`config.mk`:
```
export PLATFORM = sky130hd
export DESIGN_NAME = gdrc_div
export DESIGN_NICKNAME = d
export VERILOG_FILES = /design/src/hdl/gdrc_pkg.sv /design/src/hdl/gdrc_div.sv
export SDC_FILE = /design/constraint.sdc
export NUM_CORES = 1
export LEC_CHECK = 0
export ABC_CLOCK_PERIOD_IN_PS = 4150
export BUFFER_PORTS_ARGS = -buffer_cell sky130_fd_sc_hd__buf_2
export CAP_MARGIN = 20
export CORE_ASPECT_RATIO = 1.5
export CORE_MARGIN = 1
export CORE_UTILIZATION = 62
export DETAILED_ROUTE_END_ITERATION = 6
export PLACE_DENSITY = 0.86
export RECOVER_POWER = 25
export SLEW_MARGIN = 20
export SYNTH_ARGS = -nofsm -noshare
export SYNTH_HDL_FRONTEND = slang
export SYNTH_SLANG_ARGS = --single-unit
```
`constraint.sdc`:
```
create_clock -name clk_i -period 4.15 [get_ports clk_i]
set_input_delay 0.2075 -clock clk_i [delete_from_list [all_inputs] [get_ports clk_i]]
set_output_delay 0.2075 -clock clk_i [all_outputs]
set_load 0.03 [all_outputs]
```
`src/hdl/gdrc_pkg.sv`:
```
// ----------------------------------------------------------------------------
// gdrc_pkg
// shared constants, types and state codes of the grid dda column raycaster
// ----------------------------------------------------------------------------
package gdrc_pkg;

  localparam int unsigned SCREEN_W      = 512;
  localparam int unsigned SCREEN_H      = 256;
  localparam int unsigned MAP_SIZE      = 32;
  localparam int unsigned MAX_STEPS_DEF = 64;

  localparam int unsigned LINE_SAT  = 1024;
  // perp at or below this gives a line height of LINE_SAT or more
  localparam int unsigned PERP_SAT  = SCREEN_H * (65536 / LINE_SAT);

  localparam int unsigned MAP_DEPTH = 1024;
  localparam int unsigned MAP_AW    = 10;
  localparam int unsigned TILE_W    = 8;

  localparam int unsigned QUOT_W    = 31;   // quotient / dividend width
  localparam int unsigned DIST_W    = 38;   // side and perpendicular distances

  localparam int unsigned CFG_AW    = 3;
  localparam int unsigned CFG_DW    = 21;

  // register indexes of the configuration port
  localparam logic [CFG_AW-1:0] REG_POS_X   = 3'd0;
  localparam logic [CFG_AW-1:0] REG_POS_Y   = 3'd1;
  localparam logic [CFG_AW-1:0] REG_DIR_X   = 3'd2;
  localparam logic [CFG_AW-1:0] REG_DIR_Y   = 3'd3;
  localparam logic [CFG_AW-1:0] REG_PLANE_X = 3'd4;
  localparam logic [CFG_AW-1:0] REG_PLANE_Y = 3'd5;

  localparam logic FUNC_WRITE = 1'b0;
  localparam logic FUNC_CAST  = 1'b1;

  typedef enum logic [3:0] {
    S_CLEAR,
    S_IDLE,
    S_RAY,
    S_SETUP,
    S_DIV_X,
    S_DIV_Y,
    S_SIDE,
    S_STEP,
    S_TEST,
    S_HEIGHT,
    S_SPAN,
    S_FINISH
  } state_e;

  typedef struct packed {
    logic              start;
    logic [QUOT_W-1:0] dividend;
    logic [DIST_W-1:0] divisor;
  } div_req_t;

  typedef struct packed {
    logic              busy;
    logic              done;
    logic [QUOT_W-1:0] quot;
  } div_rsp_t;

  typedef struct packed {
    logic              we;
    logic [MAP_AW-1:0] addr;
    logic [TILE_W-1:0] data;
  } map_wr_t;

endpackage

```
`src/hdl/gdrc_div.sv`:
```
// ----------------------------------------------------------------------------
// gdrc_div
// restoring divider, one quotient bit per cycle, shared by all divisions
// ----------------------------------------------------------------------------
module gdrc_div
  import gdrc_pkg::*;
(
  input  logic     clk_i,
  input  logic     rst_ni,
  input  div_req_t req_i,
  output div_rsp_t rsp_o
);

  logic              busy_q, done_q;
  logic [4:0]        cnt_q;
  logic [DIST_W-1:0] rem_q, dvs_q;
  logic [QUOT_W-1:0] quot_q;
  logic [DIST_W:0]   trial;
  logic              fits;

  assign trial = {rem_q, quot_q[QUOT_W-1]};
  assign fits  = trial >= {1'b0, dvs_q};

  always_ff @(posedge clk_i or negedge rst_ni) begin
    if (!rst_ni) begin
      busy_q <= 1'b0;
      done_q <= 1'b0;
      cnt_q  <= '0;
    end else begin
      done_q <= 1'b0;
      if (req_i.start) begin
        busy_q <= 1'b1;
        cnt_q  <= 5'(QUOT_W - 1);
      end else if (busy_q) begin
        cnt_q <= cnt_q - 5'd1;
        if (cnt_q == '0) begin
          busy_q <= 1'b0;
          done_q <= 1'b1;
        end
      end
    end
  end

  always_ff @(posedge clk_i) begin
    if (req_i.start) begin
      rem_q  <= '0;
      dvs_q  <= req_i.divisor;
      quot_q <= req_i.dividend;
    end else if (busy_q) begin
      rem_q  <= fits ? DIST_W'(trial - {1'b0, dvs_q}) : trial[DIST_W-1:0];
      quot_q <= {quot_q[QUOT_W-2:0], fits};
    end
  end

  assign rsp_o.busy = busy_q;
  assign rsp_o.done = done_q;
  assign rsp_o.quot = quot_q;

endmodule

```
=== Word level (Yosys, flattened, before mapping) ===
Cells that the tools add are included.

* Register bits after elaboration: 114
* Output and inout bits: 33

* Add/sub/neg operators: 2
* Magnitude comparators: 1
* Muxes and demuxes: 11
* Reductions and logical operators: 2

{| class="wikitable"
|+ Operator list
! kind !! number
|-
| $mux W31 || 2
|-
| $ge A39 B38 Y1 || 1
|-
| $mux W38 || 1
|-
| $sub A38 B38 Y38 || 1
|-
| $mux W5 || 2
|-
| $mux W1 || 6
|-
| $logic_not A5 Y1 || 1
|-
| $sub A5 B1 Y5 const B || 1
|-
| $reduce_bool A2 Y1 || 1
|}

=== Longest topological paths before layout ===
Gate-level depths: netlist of the first run.

* Depth in word-level cells: 4
* Mapped depth: 12
* Gate-level depth less buffers: 12

=== Worst setup path after synthesis of the first run ===
No wires, ideal clock.

* Kind: register -> register
* Start point: reg quot_q[30]
* End point: reg rem_q[30]
* Setup time: 0.122 ns
* Arrival: 2.518 ns
* Required time: 4.028 ns
* Path slack: 1.510 ns
* Stages on the path, launching flop included: 13
* Buffers on the path: 0
* Period minus slack after synthesis: 2.640 ns
* Path through: edfxtp_1 inv_1 ha_1 inv_1 fa_1 a211oi_1 o21ai_0 nand3_1 a21oi_1 o21ai_0 o21ai_0 xnor2_1 o21ai_1

* Longest elaborated chain between the ends: 2

{| class="wikitable"
|+ RTL lines
! item !! RTL line !! RTL
|-
| start: declaration || gdrc_div.sv:17 || <nowiki>logic [QUOT_W-1:0] quot_q;</nowiki>
|-
| start signal: assignment || gdrc_div.sv:48 || <nowiki>quot_q <= req_i.dividend;</nowiki>
|-
| start signal: assignment || gdrc_div.sv:51 || <nowiki>quot_q <= {quot_q[QUOT_W-2:0], fits};</nowiki>
|-
| $sub A38 B38 Y38 / $ge A39 B38 Y1 (equally long branches) || gdrc_div.sv:50, gdrc_div.sv:22 ||
|-
| $mux W38 (*) || gdrc_div.sv:50 || <nowiki>rem_q <= fits ? DIST_W'(trial - {1'b0, dvs_q}) : trial[DIST_W-1:0];</nowiki>
|-
| end signal: assignment || gdrc_div.sv:50 ||
|-
| end: declaration || gdrc_div.sv:16 || <nowiki>logic [DIST_W-1:0] rem_q, dvs_q;</nowiki>
|}

Every way passes the cells marked *; elsewhere a longest branch is shown, timed or not.
A chain may end at the register's enable or synchronous reset.

=== Worst setup path after layout of the first run ===
* Start point: reg dvs_q[16]
* End point: reg rem_q[9]

* Longest elaborated chain between the ends: 2

{| class="wikitable"
|+ RTL lines
! item !! RTL line !! RTL
|-
| start: declaration || gdrc_div.sv:16 ||
|-
| start signal: assignment || gdrc_div.sv:47 || <nowiki>dvs_q <= req_i.divisor;</nowiki>
|-
| $ge A39 B38 Y1 || gdrc_div.sv:22 || <nowiki>assign fits = trial >= {1'b0, dvs_q};</nowiki>
|-
| $mux W38 || gdrc_div.sv:50 ||
|}

No other way between the ends.

==> results of run 1 <==
[repair_timing]
item,in CTS,in global routing
hold buffers,39,0
setup buffers,0,0
endpoints found under the hold margin,45,0
[flip-flops by register name, summed over array words and instances (netlist names)]
name	count
done_q	1
busy_q	1
dvs_q	38
cnt_q	5
rem_q	38
quot_q	31
[cell type report]
cell class / instances / area share, %
Inverter: 51 / 2.274
Sequential cell: 114 / 35.73
Timing Repair Buffer: 148 / 11.21
Clock buffer: 17 / 5.054
Multi-Input combinational cell: 495 / 41.56
Tap cell: 144 / 2.140
Clock inverter: 15 / 2.036
[per-layer routing]
layer	share of wire [%]	vias to the layer above	global-route usage [%]
met2	54	275	62.20
met5	0	-	0
li1	-	2837	-
met1	36	2893	35.74
met4	4.9	0	21.06
met3	5.3	84	6.512
[synth_stat cells (all sizes together), types with 18 or more instances]
library cell / number / area (sq um)
clkbuf: 21 / 78.83
nand2: 54 / 202.7
a211oi: 23 / 172.7
edfxtp: 69 / 2072
nor2: 50 / 187.7
mux2i: 23 / 230.2
o21ai: 51 / 266.5
inv: 51 / 191.4
ha: 40 / 500.5
mux2: 32 / 360.4
dfxtp: 38 / 760.7
a21oi: 40 / 200.2
nand3: 18 / 95.09
xnor2: 20 / 175.2
[critical path, cell delays in order, from the launching register on]
cell	delay, ns
edfxtp_1	0.34
inv_1	0.05
ha_1	0.45
a21oi_1	0.15
o21ai_0	0.31
a221oi_1	0.17
o21a_1	0.20
o31a_1	0.18
o21ai_4	0.76
buf_4	0.36
mux2i_1	0.23
a211oi_1	0.09
[worst paths after layout]
kind	from	endpoint	slack, ns	cells after the start
min reg2reg	rem_q[32]	rem_q[32]	0.49	2
max in group asynchronous	rst_ni	busy_q	3.65	2
max	dvs_q[16]	rem_q[9]	0.59	11
min	req_i[56]	quot_q[18]	0.09	2
min in group asynchronous	rst_ni	cnt_q[0]	0.23	2
max reg2reg	dvs_q[16]	rem_q[9]	0.59	11
[metrics by stage]
stage	hold slack, ns	utilization [%]
CTS	0.07636	78.71
finish	0.09084	78.63
global placement	0.04074	69.48
floorplan	-0.08809	-
global route	0.08142	78.63
detailed placement	0.04524	69.48
[power by group]
group,switching (W),internal [W]
combinational,0.000258,0.000175
clock,0.000597,0.000900
sequential,0.0000358,0.00128
[logic make-up after synthesis]
family	after synthesis	share of synthesized area [%]
AND/OR/NAND/NOR	185	13.41
AO/OA/AOI/OAI	180	16.94
flip-flops	114	43.69
buffers and inverters	89	5.506
multiplexers	55	8.577
adder cells (fa/ha/maj)	41	7.560
XOR/XNOR	34	4.325
[layout by cell type (no fill, tap or decap), types with 6 or more instances in the layout]
cell           count
nand2b_1          11
o21a_1            10
nand3_1           17
a211oi_1          23
o21ai_0           47
nand4_1           15
nand2_1           54
nor2_1            50
buf_2            100
inv_6              7
edfxtp_1          69
dfrtp_1            7
a21oi_1           40
ha_1              40
dfxtp_1           38
dlygate4sd3_1     39
xor2_1            14
a21o_1             6
mux2i_1           23
nor2b_1            6
a32oi_1            6
xnor2_1           20
mux2_2            32
clkbuf_16         17
inv_1             51
o211ai_1           8
==> results.tsv, run 1 <==
stage	metric	value	unit
status	status	finished with violations	
status	violations	max-capacitance violations, max-slew violations	
worst_setup_path	crit_path_start_kind	flop	
timing	setup_violations	0	
yosys	async_reset_ff_share	6.140	%
cells_and_area	seqCellArea	3008	sq um
power	power_density	385.3	nW/um^2
clock_network	clk_path_buf_depth	2	
die	placementRows	46	
yosys	syn_nets	811	
cells_and_area	multi_input_area	3498	sq um
timing	finalMaxSlewViolations	52	
global_routing	grt_pass1_wl	29330	microns
routing	drtPass1Iterations	5	
cells_and_area	fill_cells	689	
die	die_x	88.05	microns
routing	routed_wl	18830	microns
clock_network	clock_latency	0.42	ns
yosys	synth_edf_count	69	
clock_network	clk_pin_slew_worst_paths	0.06	ns
yosys	ys_types	65	
global_routing	grt_pass1_vias	6049	
worst_setup_path	crit_path_end_kind	flop	
power	peakVddDrop	0.0003442	V
cells_and_area	nNetsFinal	940	
global_routing	grt_max_degree	57	
timing	max_freq	280.6	MHz
yosys	synth-seq-cells	114	
clock_network	htreeDepth	4	
routing	drt-initial-drc-count	405	
cells_and_area	final_cell_area	8418	sq um
job	max_cap_violations	1	
yosys	synth-main-ff-cell	edfxtp_1	
die	dieArea	11540	sq um
placed_design	dp_hpwl	12050	microns
clock_network	cts_made_buffers	17	
cells_and_area	finalNonFillerCells	984	
power	total_leakage_power	3.496	nW
cells_and_area	final_layout_size_suffix_gt1_share	20.83	%
timing	tightest_slew	2.512	ns
worst_setup_path	worstPathRequired	4.32	ns
cells_and_area	syn2layout_area_growth	22.26	%
routing	vias	6089	
yosys	synth_warnings	0	
global_routing	track_usage	34.14	%
yosys	syn_inst	698	
routing	drc	0	
clock_network	cts_sinks	114	
placed_design	portBuffers	104	
timing	clock-skew-final	0.01114	ns
die	core_area	10710	sq um
die	io_pins	105	
placed_design	dp_slack	0.7550	ns
global_routing	gr-total-overflow	0	
power	power	0.003243	W
clock_network	cts_tree	yes	
cells_and_area	antenna_cells	0	
timing	final.setup.tns	0	ns
placed_design	placed_cells	913	
timing	worst_slack	0.5867	ns
timing	slew_headroom	-67.48	%
yosys	avgSynthCellArea	9.864	sq um
timing	rsz0062_at_grt	no	
worst_setup_path	crit_fanout	22	
die	fp.dieH	131.1	microns
routing	drtAntennaViolNets	0	
yosys	yosysSeqAreaShare	43.69	%
worst_setup_path	arrival	3.74	ns
routing	via_per_inst	6.188	
timing	fin_crit	3.563	ns
placed_design	place.gp.congestion	0.9838	
clock_network	cts-resized-gates	0	
placed_design	post_dp_cell_area	7438	sq um
routing	wire_per_inst	19.14	microns
worst_setup_path	path_class	flop to flop	
clock_network	root_buffer	clkbuf_16	
die	initial_core_util	64.32	%
yosys	synth.cell_area	6885	sq um
timing	post-route-period-util	85.86	%
global_routing	antenna_found_initial	0	
timing	final_hold_viol_count	0	
worst_hold_path	worstHoldPathType	input port to flop	
Power figures use the tool's default switching activity.
==> run 2: changes to the inputs <==
--- a/config.mk
+++ b/config.mk
@@ -5,14 +5,14 @@
 export SDC_FILE = /design/constraint.sdc
 export NUM_CORES = 1
 export LEC_CHECK = 0
-export ABC_CLOCK_PERIOD_IN_PS = 4150
+export ABC_CLOCK_PERIOD_IN_PS = 3820
 export BUFFER_PORTS_ARGS = -buffer_cell sky130_fd_sc_hd__buf_2
 export CAP_MARGIN = 20
 export CORE_ASPECT_RATIO = 1.5
 export CORE_MARGIN = 1
-export CORE_UTILIZATION = 62
+export CORE_UTILIZATION = 58
 export DETAILED_ROUTE_END_ITERATION = 6
-export PLACE_DENSITY = 0.86
+export PLACE_DENSITY = 0.81
 export RECOVER_POWER = 25
 export SLEW_MARGIN = 20
 export SYNTH_ARGS = -nofsm -noshare
==> constraint.sdc (replaced) <==
create_clock -name clk_i -period 3.82 [get_ports clk_i]
set_input_delay 0.191 -clock clk_i [delete_from_list [all_inputs] [get_ports clk_i]]
set_output_delay 0.191 -clock clk_i [all_outputs]
set_load 0.03 [all_outputs]
==> results.tsv, run 2 (synthesis gave the netlist of run 1 again) <==
stage	metric	value	unit	change
cells_and_area	antenna_cells	0		unchanged
worst_hold_path	worstHoldPathType	input port to flop		
worst_setup_path	r2r_start	dvs_q[18]		
global_routing	grt_max_degree	56		-1.8%
routing	routed_wl	17410	microns	-7.6%
worst_setup_path	r2r_end	rem_q[9]		
timing	fin_crit	3.451	ns	-0.1127 ns
power	total_leakage_power	3.520	nW	+0.69%
clock_network	clk_path_buf_depth	2		unchanged
timing	holdWs	0.07734	ns	-0.01350 ns
routing	vias	5916		-2.8%
cells_and_area	final_common_cell	buf_2		
timing	finalMaxSlewViolations	56		+7.7%
clock_network	clock_latency	0.41	ns	about the same
clock_network	cts_sinks	114		unchanged
routing	via_per_inst	5.964		-3.6%
global_routing	grt_pass1_wl	28140	microns	-4.0%
die	fp.dieH	135.4	microns	+3.3%
clock_network	cts_made_buffers	17		unchanged
cells_and_area	fin_util	73.40	%	-5.2 points
worst_setup_path	path_class	flop to flop		
clock_network	post_cts_buffers	0		unchanged
cells_and_area	largestRegisters	dvs_q x38, rem_q x38, quot_q x31		
cells_and_area	multi_input_area	3498	sq um	unchanged
timing	clock-skew-final	0.01047	ns	-0.0006636 ns
timing	worst_slack	0.3694	ns	-0.2173 ns
timing	post-route-period-util	90.33	%	+4.5 points
cells_and_area	seqCellArea	3008	sq um	unchanged
worst_setup_path	worstPathRequired	3.98	ns	-0.34 ns
routing	drtAntennaViolNets	0		unchanged
cells_and_area	nNetsFinal	942		+0.21%
cells_and_area	layout_common_cells	102 x buf_2, 69 x edfxtp_1, 54 x nand2_1		
worst_setup_path	crit_fanout	17		-23%
status	status	finished with violations		
status	violations	max-capacitance violations, max-slew violations		
timing	final_hold_viol_count	0		unchanged
worst_setup_path	arrival	3.62	ns	-0.12 ns
placed_design	dp_slack	0.5552	ns	-0.1998 ns
placed_design	dp_hpwl	12370	microns	+2.6%
die	io_pins	105		unchanged
cells_and_area	final_cell_area	8464	sq um	+0.55%
clock_network	root_buffer	clkbuf_16		
placed_design	post_dp_cell_area	7481	sq um	+0.57%
cells_and_area	syn2layout_area_growth	22.93	%	
timing	rsz0062_at_grt	no		
worst_setup_path	r2r_slack	0.37	ns	-0.22 ns
worst_hold_path	hold_path_depth	2		unchanged
timing	final.setup.tns	0	ns	unchanged
global_routing	grt_pass1_vias	6112		+1.0%
die	initial_core_util	59.71	%	-4.6 points
worst_setup_path	crit_path_end_kind	flop		
routing	wire_per_inst	17.55	microns	-8.3%
cells_and_area	final_layout_size_suffix_gt1_share	21.26	%	+0.43 points
timing	slew_headroom	-75.93	%	-8.4 points
placed_design	place.gp.congestion	0.9125		-7.2%
routing	drc	0		unchanged
worst_setup_path	crit_path_start_kind	flop		
die	placementRows	48		+4.3%
worst_setup_path	critPathLaunch	dvs_q[18]		
clock_network	cts_tree	yes		
worst_setup_path	worstRegToRegCells	11		unchanged
routing	drt-initial-drc-count	257		-37%
clock_network	htreeDepth	4		unchanged
timing	max_freq	289.8	MHz	+3.3%
die	dieArea	12320	sq um	+6.8%
placed_design	portBuffers	104		unchanged
power	peakVddDrop	0.0003808	V	+11%
die	core_area	11530	sq um	+7.7%
cells_and_area	fill_cells	834		+21%
clock_network	clk_pin_slew_worst_paths	0.06	ns	about the same
job	max_cap_violations	1		unchanged
timing	tightest_slew	2.639	ns	+0.1267 ns
worst_setup_path	crit_end	rem_q[9]		
timing	setup_violations	0		unchanged
global_routing	track_usage	29.12	%	-5.0 points
die	die_x	90.96	microns	+3.3%
power	power_density	413.8	nW/um^2	+7.4%
global_routing	antenna_found_initial	0		unchanged
global_routing	gr-total-overflow	0		unchanged
routing	drtPass1Iterations	7		+2
[run 2: cell types whose count changed in the layout (fill, tap and decap cells not counted), sizes merged]
cell	before	now
buf	106	109
clkbuf	20	19
clkinv	4	3
inv	58	59
[run 2: timing repair]
item / CTS / global route
endpoints found under the hold margin: 45 / 0
gates resized for setup: 0 / 0
hold buffers: 39 / 0
endpoints found under the setup margin: 0 / 0
[run 2: area by class of cell]
class	count	area share, %
Clock buffer	17	5.026
Clock inverter	15	2.040
Inverter	51	2.262
Multi-Input combinational cell	495	41.33
Sequential cell	114	35.54
Tap cell	150	2.217
Timing Repair Buffer	150	11.59
[run 2: worst max-delay path, stage by stage, from the launching register on]
cell      delay [ns]
edfxtp_1        0.32
inv_1           0.04
ha_1            0.43
nand3_2         0.18
nor4_1          0.61
nand2_1         0.25
nor4_4          0.35
nor4_2          0.13
o21ai_4         0.28
buf_16          0.25
mux2i_1         0.25
a211oi_1        0.10
[run 2: how the worst min path moves through the flow]
stage	slack, ns	end	from
after floorplan	-0.10	busy_q	rst_ni
after global placement	0.02	cnt_q[3]	rst_ni
after detailed placement	0.03	cnt_q[0]	rst_ni
after CTS	0.07	quot_q[4]	req_i[42]
after global routing	0.07	quot_q[3]	req_i[41]
final	0.08	quot_q[4]	req_i[42]
[run 2: layer usage]
| metal | part of all wire, % | routed length, microns | track usage (%) |
|---|---|---|---|
| met5 | 0 | 0 | 0 |
| met4 | 4.5 | 792 | 17.02 |
| met3 | 5.7 | 984 | 5.668 |
| met2 | 52 | 9133 | 53.70 |
| met1 | 37 | 6498 | 30.63 |
[run 2: through the flow]
stage                     instances  power, W
final                           992  0.003502
after global routing            992  0.003608
after CTS                       992  0.003511
after detailed placement        921  0.001870
after global placement          920  0.001856
after floorplan                 698  0.001734
[run 2: where the power goes]
group | internal (W) | switching, W
Sequential | 0.00139 | 0.0000338
Combinational | 0.000192 | 0.000271
Clock | 0.000981 | 0.000636
Total | 0.00256 | 0.000941
==> run 3: changes to the inputs <==
--- a/config.mk
+++ b/config.mk
@@ -8,11 +8,11 @@
 export ABC_CLOCK_PERIOD_IN_PS = 3820
 export BUFFER_PORTS_ARGS = -buffer_cell sky130_fd_sc_hd__buf_2
 export CAP_MARGIN = 20
-export CORE_ASPECT_RATIO = 1.5
+export CORE_ASPECT_RATIO = 1.25
 export CORE_MARGIN = 1
-export CORE_UTILIZATION = 58
+export CORE_UTILIZATION = 40
 export DETAILED_ROUTE_END_ITERATION = 6
-export PLACE_DENSITY = 0.81
+export PLACE_DENSITY = 0.6
 export RECOVER_POWER = 25
 export SLEW_MARGIN = 20
 export SYNTH_ARGS = -nofsm -noshare
==> results.tsv, run 3 (synthesis gave the netlist of run 1 again) <==
stage	metric	value	unit	change
routing	wire_per_inst	16.32	microns	-7.0%
routing	routed_wl	17390	microns	-0.13%
cells_and_area	antenna_cells	0		unchanged
clock_network	root_buffer	clkbuf_16		
clock_network	cts_tree	yes		
clock_network	clk_path_buf_depth	2		unchanged
worst_setup_path	crit_path_start_kind	flop		
global_routing	antenna_found_initial	0		unchanged
worst_setup_path	arrival	3.60	ns	-0.02 ns
die	placementRows	53		+10%
global_routing	grt_pass1_wl	28040	microns	-0.34%
die	initial_core_util	40.88	%	-19 points
clock_network	post_cts_buffers	0		unchanged
timing	max_freq	305.5	MHz	+5.4%
global_routing	grt_max_degree	48		-14%
die	die_x	119.4	microns	+31%
timing	finalMaxSlewViolations	36		-36%
worst_hold_path	worstHoldPathType	input port to flop		
die	fp.dieH	148.7	microns	+9.8%
status	violations	max-capacitance violations, max-slew violations		
routing	drt-initial-drc-count	339		+32%
routing	drtAntennaViolNets	0		unchanged
routing	vias	5713		-3.4%
worst_setup_path	critPathLaunch	dvs_q[16]		
timing	post-route-period-util	85.68	%	-4.6 points
clock_network	clk_pin_slew_worst_paths	0.06	ns	about the same
worst_setup_path	crit_fanout	9		-8
die	io_pins	105		unchanged
timing	setup_violations	0		unchanged
clock_network	cts_sinks	114		unchanged
worst_setup_path	r2r_end	rem_q[25]		
cells_and_area	largestRegisters	dvs_q x38, rem_q x38, quot_q x31		
worst_setup_path	crit_path_end_kind	flop		
worst_setup_path	crit_end	rem_q[25]		
clock_network	cts_made_buffers	17		unchanged
timing	clock-skew-final	0.005433	ns	-0.005040 ns
worst_setup_path	r2r_start	dvs_q[16]		
power	peakVddDrop	0.0003514	V	-7.7%
timing	rsz0062_at_grt	no		
power	power_density	409.0	nW/um^2	-1.1%
power	power	0.003497	W	-0.16%
die	core_area	16840	sq um	+46%
power	total_leakage_power	3.520	nW	about the same
worst_setup_path	path_class	flop to flop		
cells_and_area	final_common_cell	buf_2		
worst_setup_path	r2r_slack	0.55	ns	+0.18 ns
global_routing	gr-total-overflow	0		unchanged
status	status	finished with violations		
timing	final_hold_viol_count	0		unchanged
cells_and_area	nNetsFinal	945		+0.32%
placed_design	dp_hpwl	12740	microns	+3.0%
clock_network	clock_latency	0.42	ns	about the same
timing	slew_headroom	-17.45	%	+58 points
cells_and_area	syn2layout_area_growth	24.15	%	
routing	drtPass1Iterations	4		-3
routing	drc	0		unchanged
job	max_cap_violations	1		unchanged
cells_and_area	final_layout_size_suffix_gt1_share	21.07	%	-0.19 points
routing	via_per_inst	5.364		-10%
clock_network	htreeDepth	4		unchanged
global_routing	track_usage	20.26	%	-8.9 points
timing	fin_crit	3.273	ns	-0.1775 ns
cells_and_area	layout_common_cells	100 x buf_2, 69 x edfxtp_1, 54 x nand2_1		
placed_design	place.gp.congestion	0.8945		-2.0%
timing	tightest_slew	1.762	ns	-0.8772 ns
worst_setup_path	worstPathRequired	4.15	ns	+0.17 ns
die	dieArea	17750	sq um	+44%
timing	final.setup.tns	0	ns	unchanged
placed_design	portBuffers	104		unchanged
worst_setup_path	worstRegToRegCells	9		-2
global_routing	grt_pass1_vias	5715		-6.5%
==> run 3: cell count changes in the layout (fill, tap and decap cells not counted), sizes merged <==
cell | before | now
clkbuf | 19 | 22
clkinvlp | 2 | 1
clkinv | 3 | 5
inv | 59 | 58
==> run 3: cell type report <==
type                            instances  area [sq um]
Inverter                               51         191.4
Fill cell                            1573          8295
Sequential cell                       114          3008
Clock buffer                           17         425.4
Timing Repair Buffer                  153         977.2
Clock inverter                         15         172.7
Tap cell                              220         275.3
Multi-Input combinational cell        495          3498
==> run 3: timing repair <==
action / CTS / global route
hold buffers: 39 / 0
endpoints found under the hold margin: 45 / 0
resized for setup: 0 / 0
==> run 3: per-stage QoR <==
step                      util [%]  area, sq um  setup WS, ns  hold slack [ns]  cells
after detailed placement     44.95         7571        0.5569          0.03361    994
after floorplan                  -         6885         1.180          -0.1046    698
final                        50.75         8548        0.5469          0.06847   1065
after CTS                    50.82         8559        0.5685          0.04989   1065
after global placement       44.95         7571        0.5641          0.02532    994
after global routing         50.75         8548        0.3103          0.05833   1065
==> run 3: report_power, final <==
group	total, W	internal [W]	switching, W
logic	0.000457	0.000189	0.000268
registers	0.00142	0.00139	0.0000310
clock network	0.00162	0.000979	0.000642
==> run 3: metal layers <==
metal	GRT usage, %	up-vias	routed length (microns)
li1	-	2845	-
met1	24.19	2703	7542
met2	35.35	137	8796
met3	4.448	28	653
met4	7.938	0	392
met5	0	-	0
==> run 3: worst max-delay path: stages (launching register included) <==
cell	delay [ns]
edfxtp_1	0.32
inv_1	0.04
ha_1	0.46
nand4_1	0.26
a2111oi_0	0.61
nor3_1	0.23
o21ai_0	0.63
a31oi_1	0.20
xor2_1	0.19
o31ai_1	0.22
==> run 3: worst min-delay path by stage <==
stage | start | end | slack (ns) | depth (start not counted)
5_1_grt | req_i[48] | quot_q[10] | 0.06 | 2
3_5_place_dp | rst_ni | cnt_q[3] | 0.03 | 1
6_report | req_i[54] | quot_q[16] | 0.07 | 2
2_1_floorplan | rst_ni | busy_q | -0.10 | 0
3_3_place_gp | rst_ni | cnt_q[3] | 0.03 | 1
4_1_cts | req_i[61] | quot_q[23] | 0.05 | 2
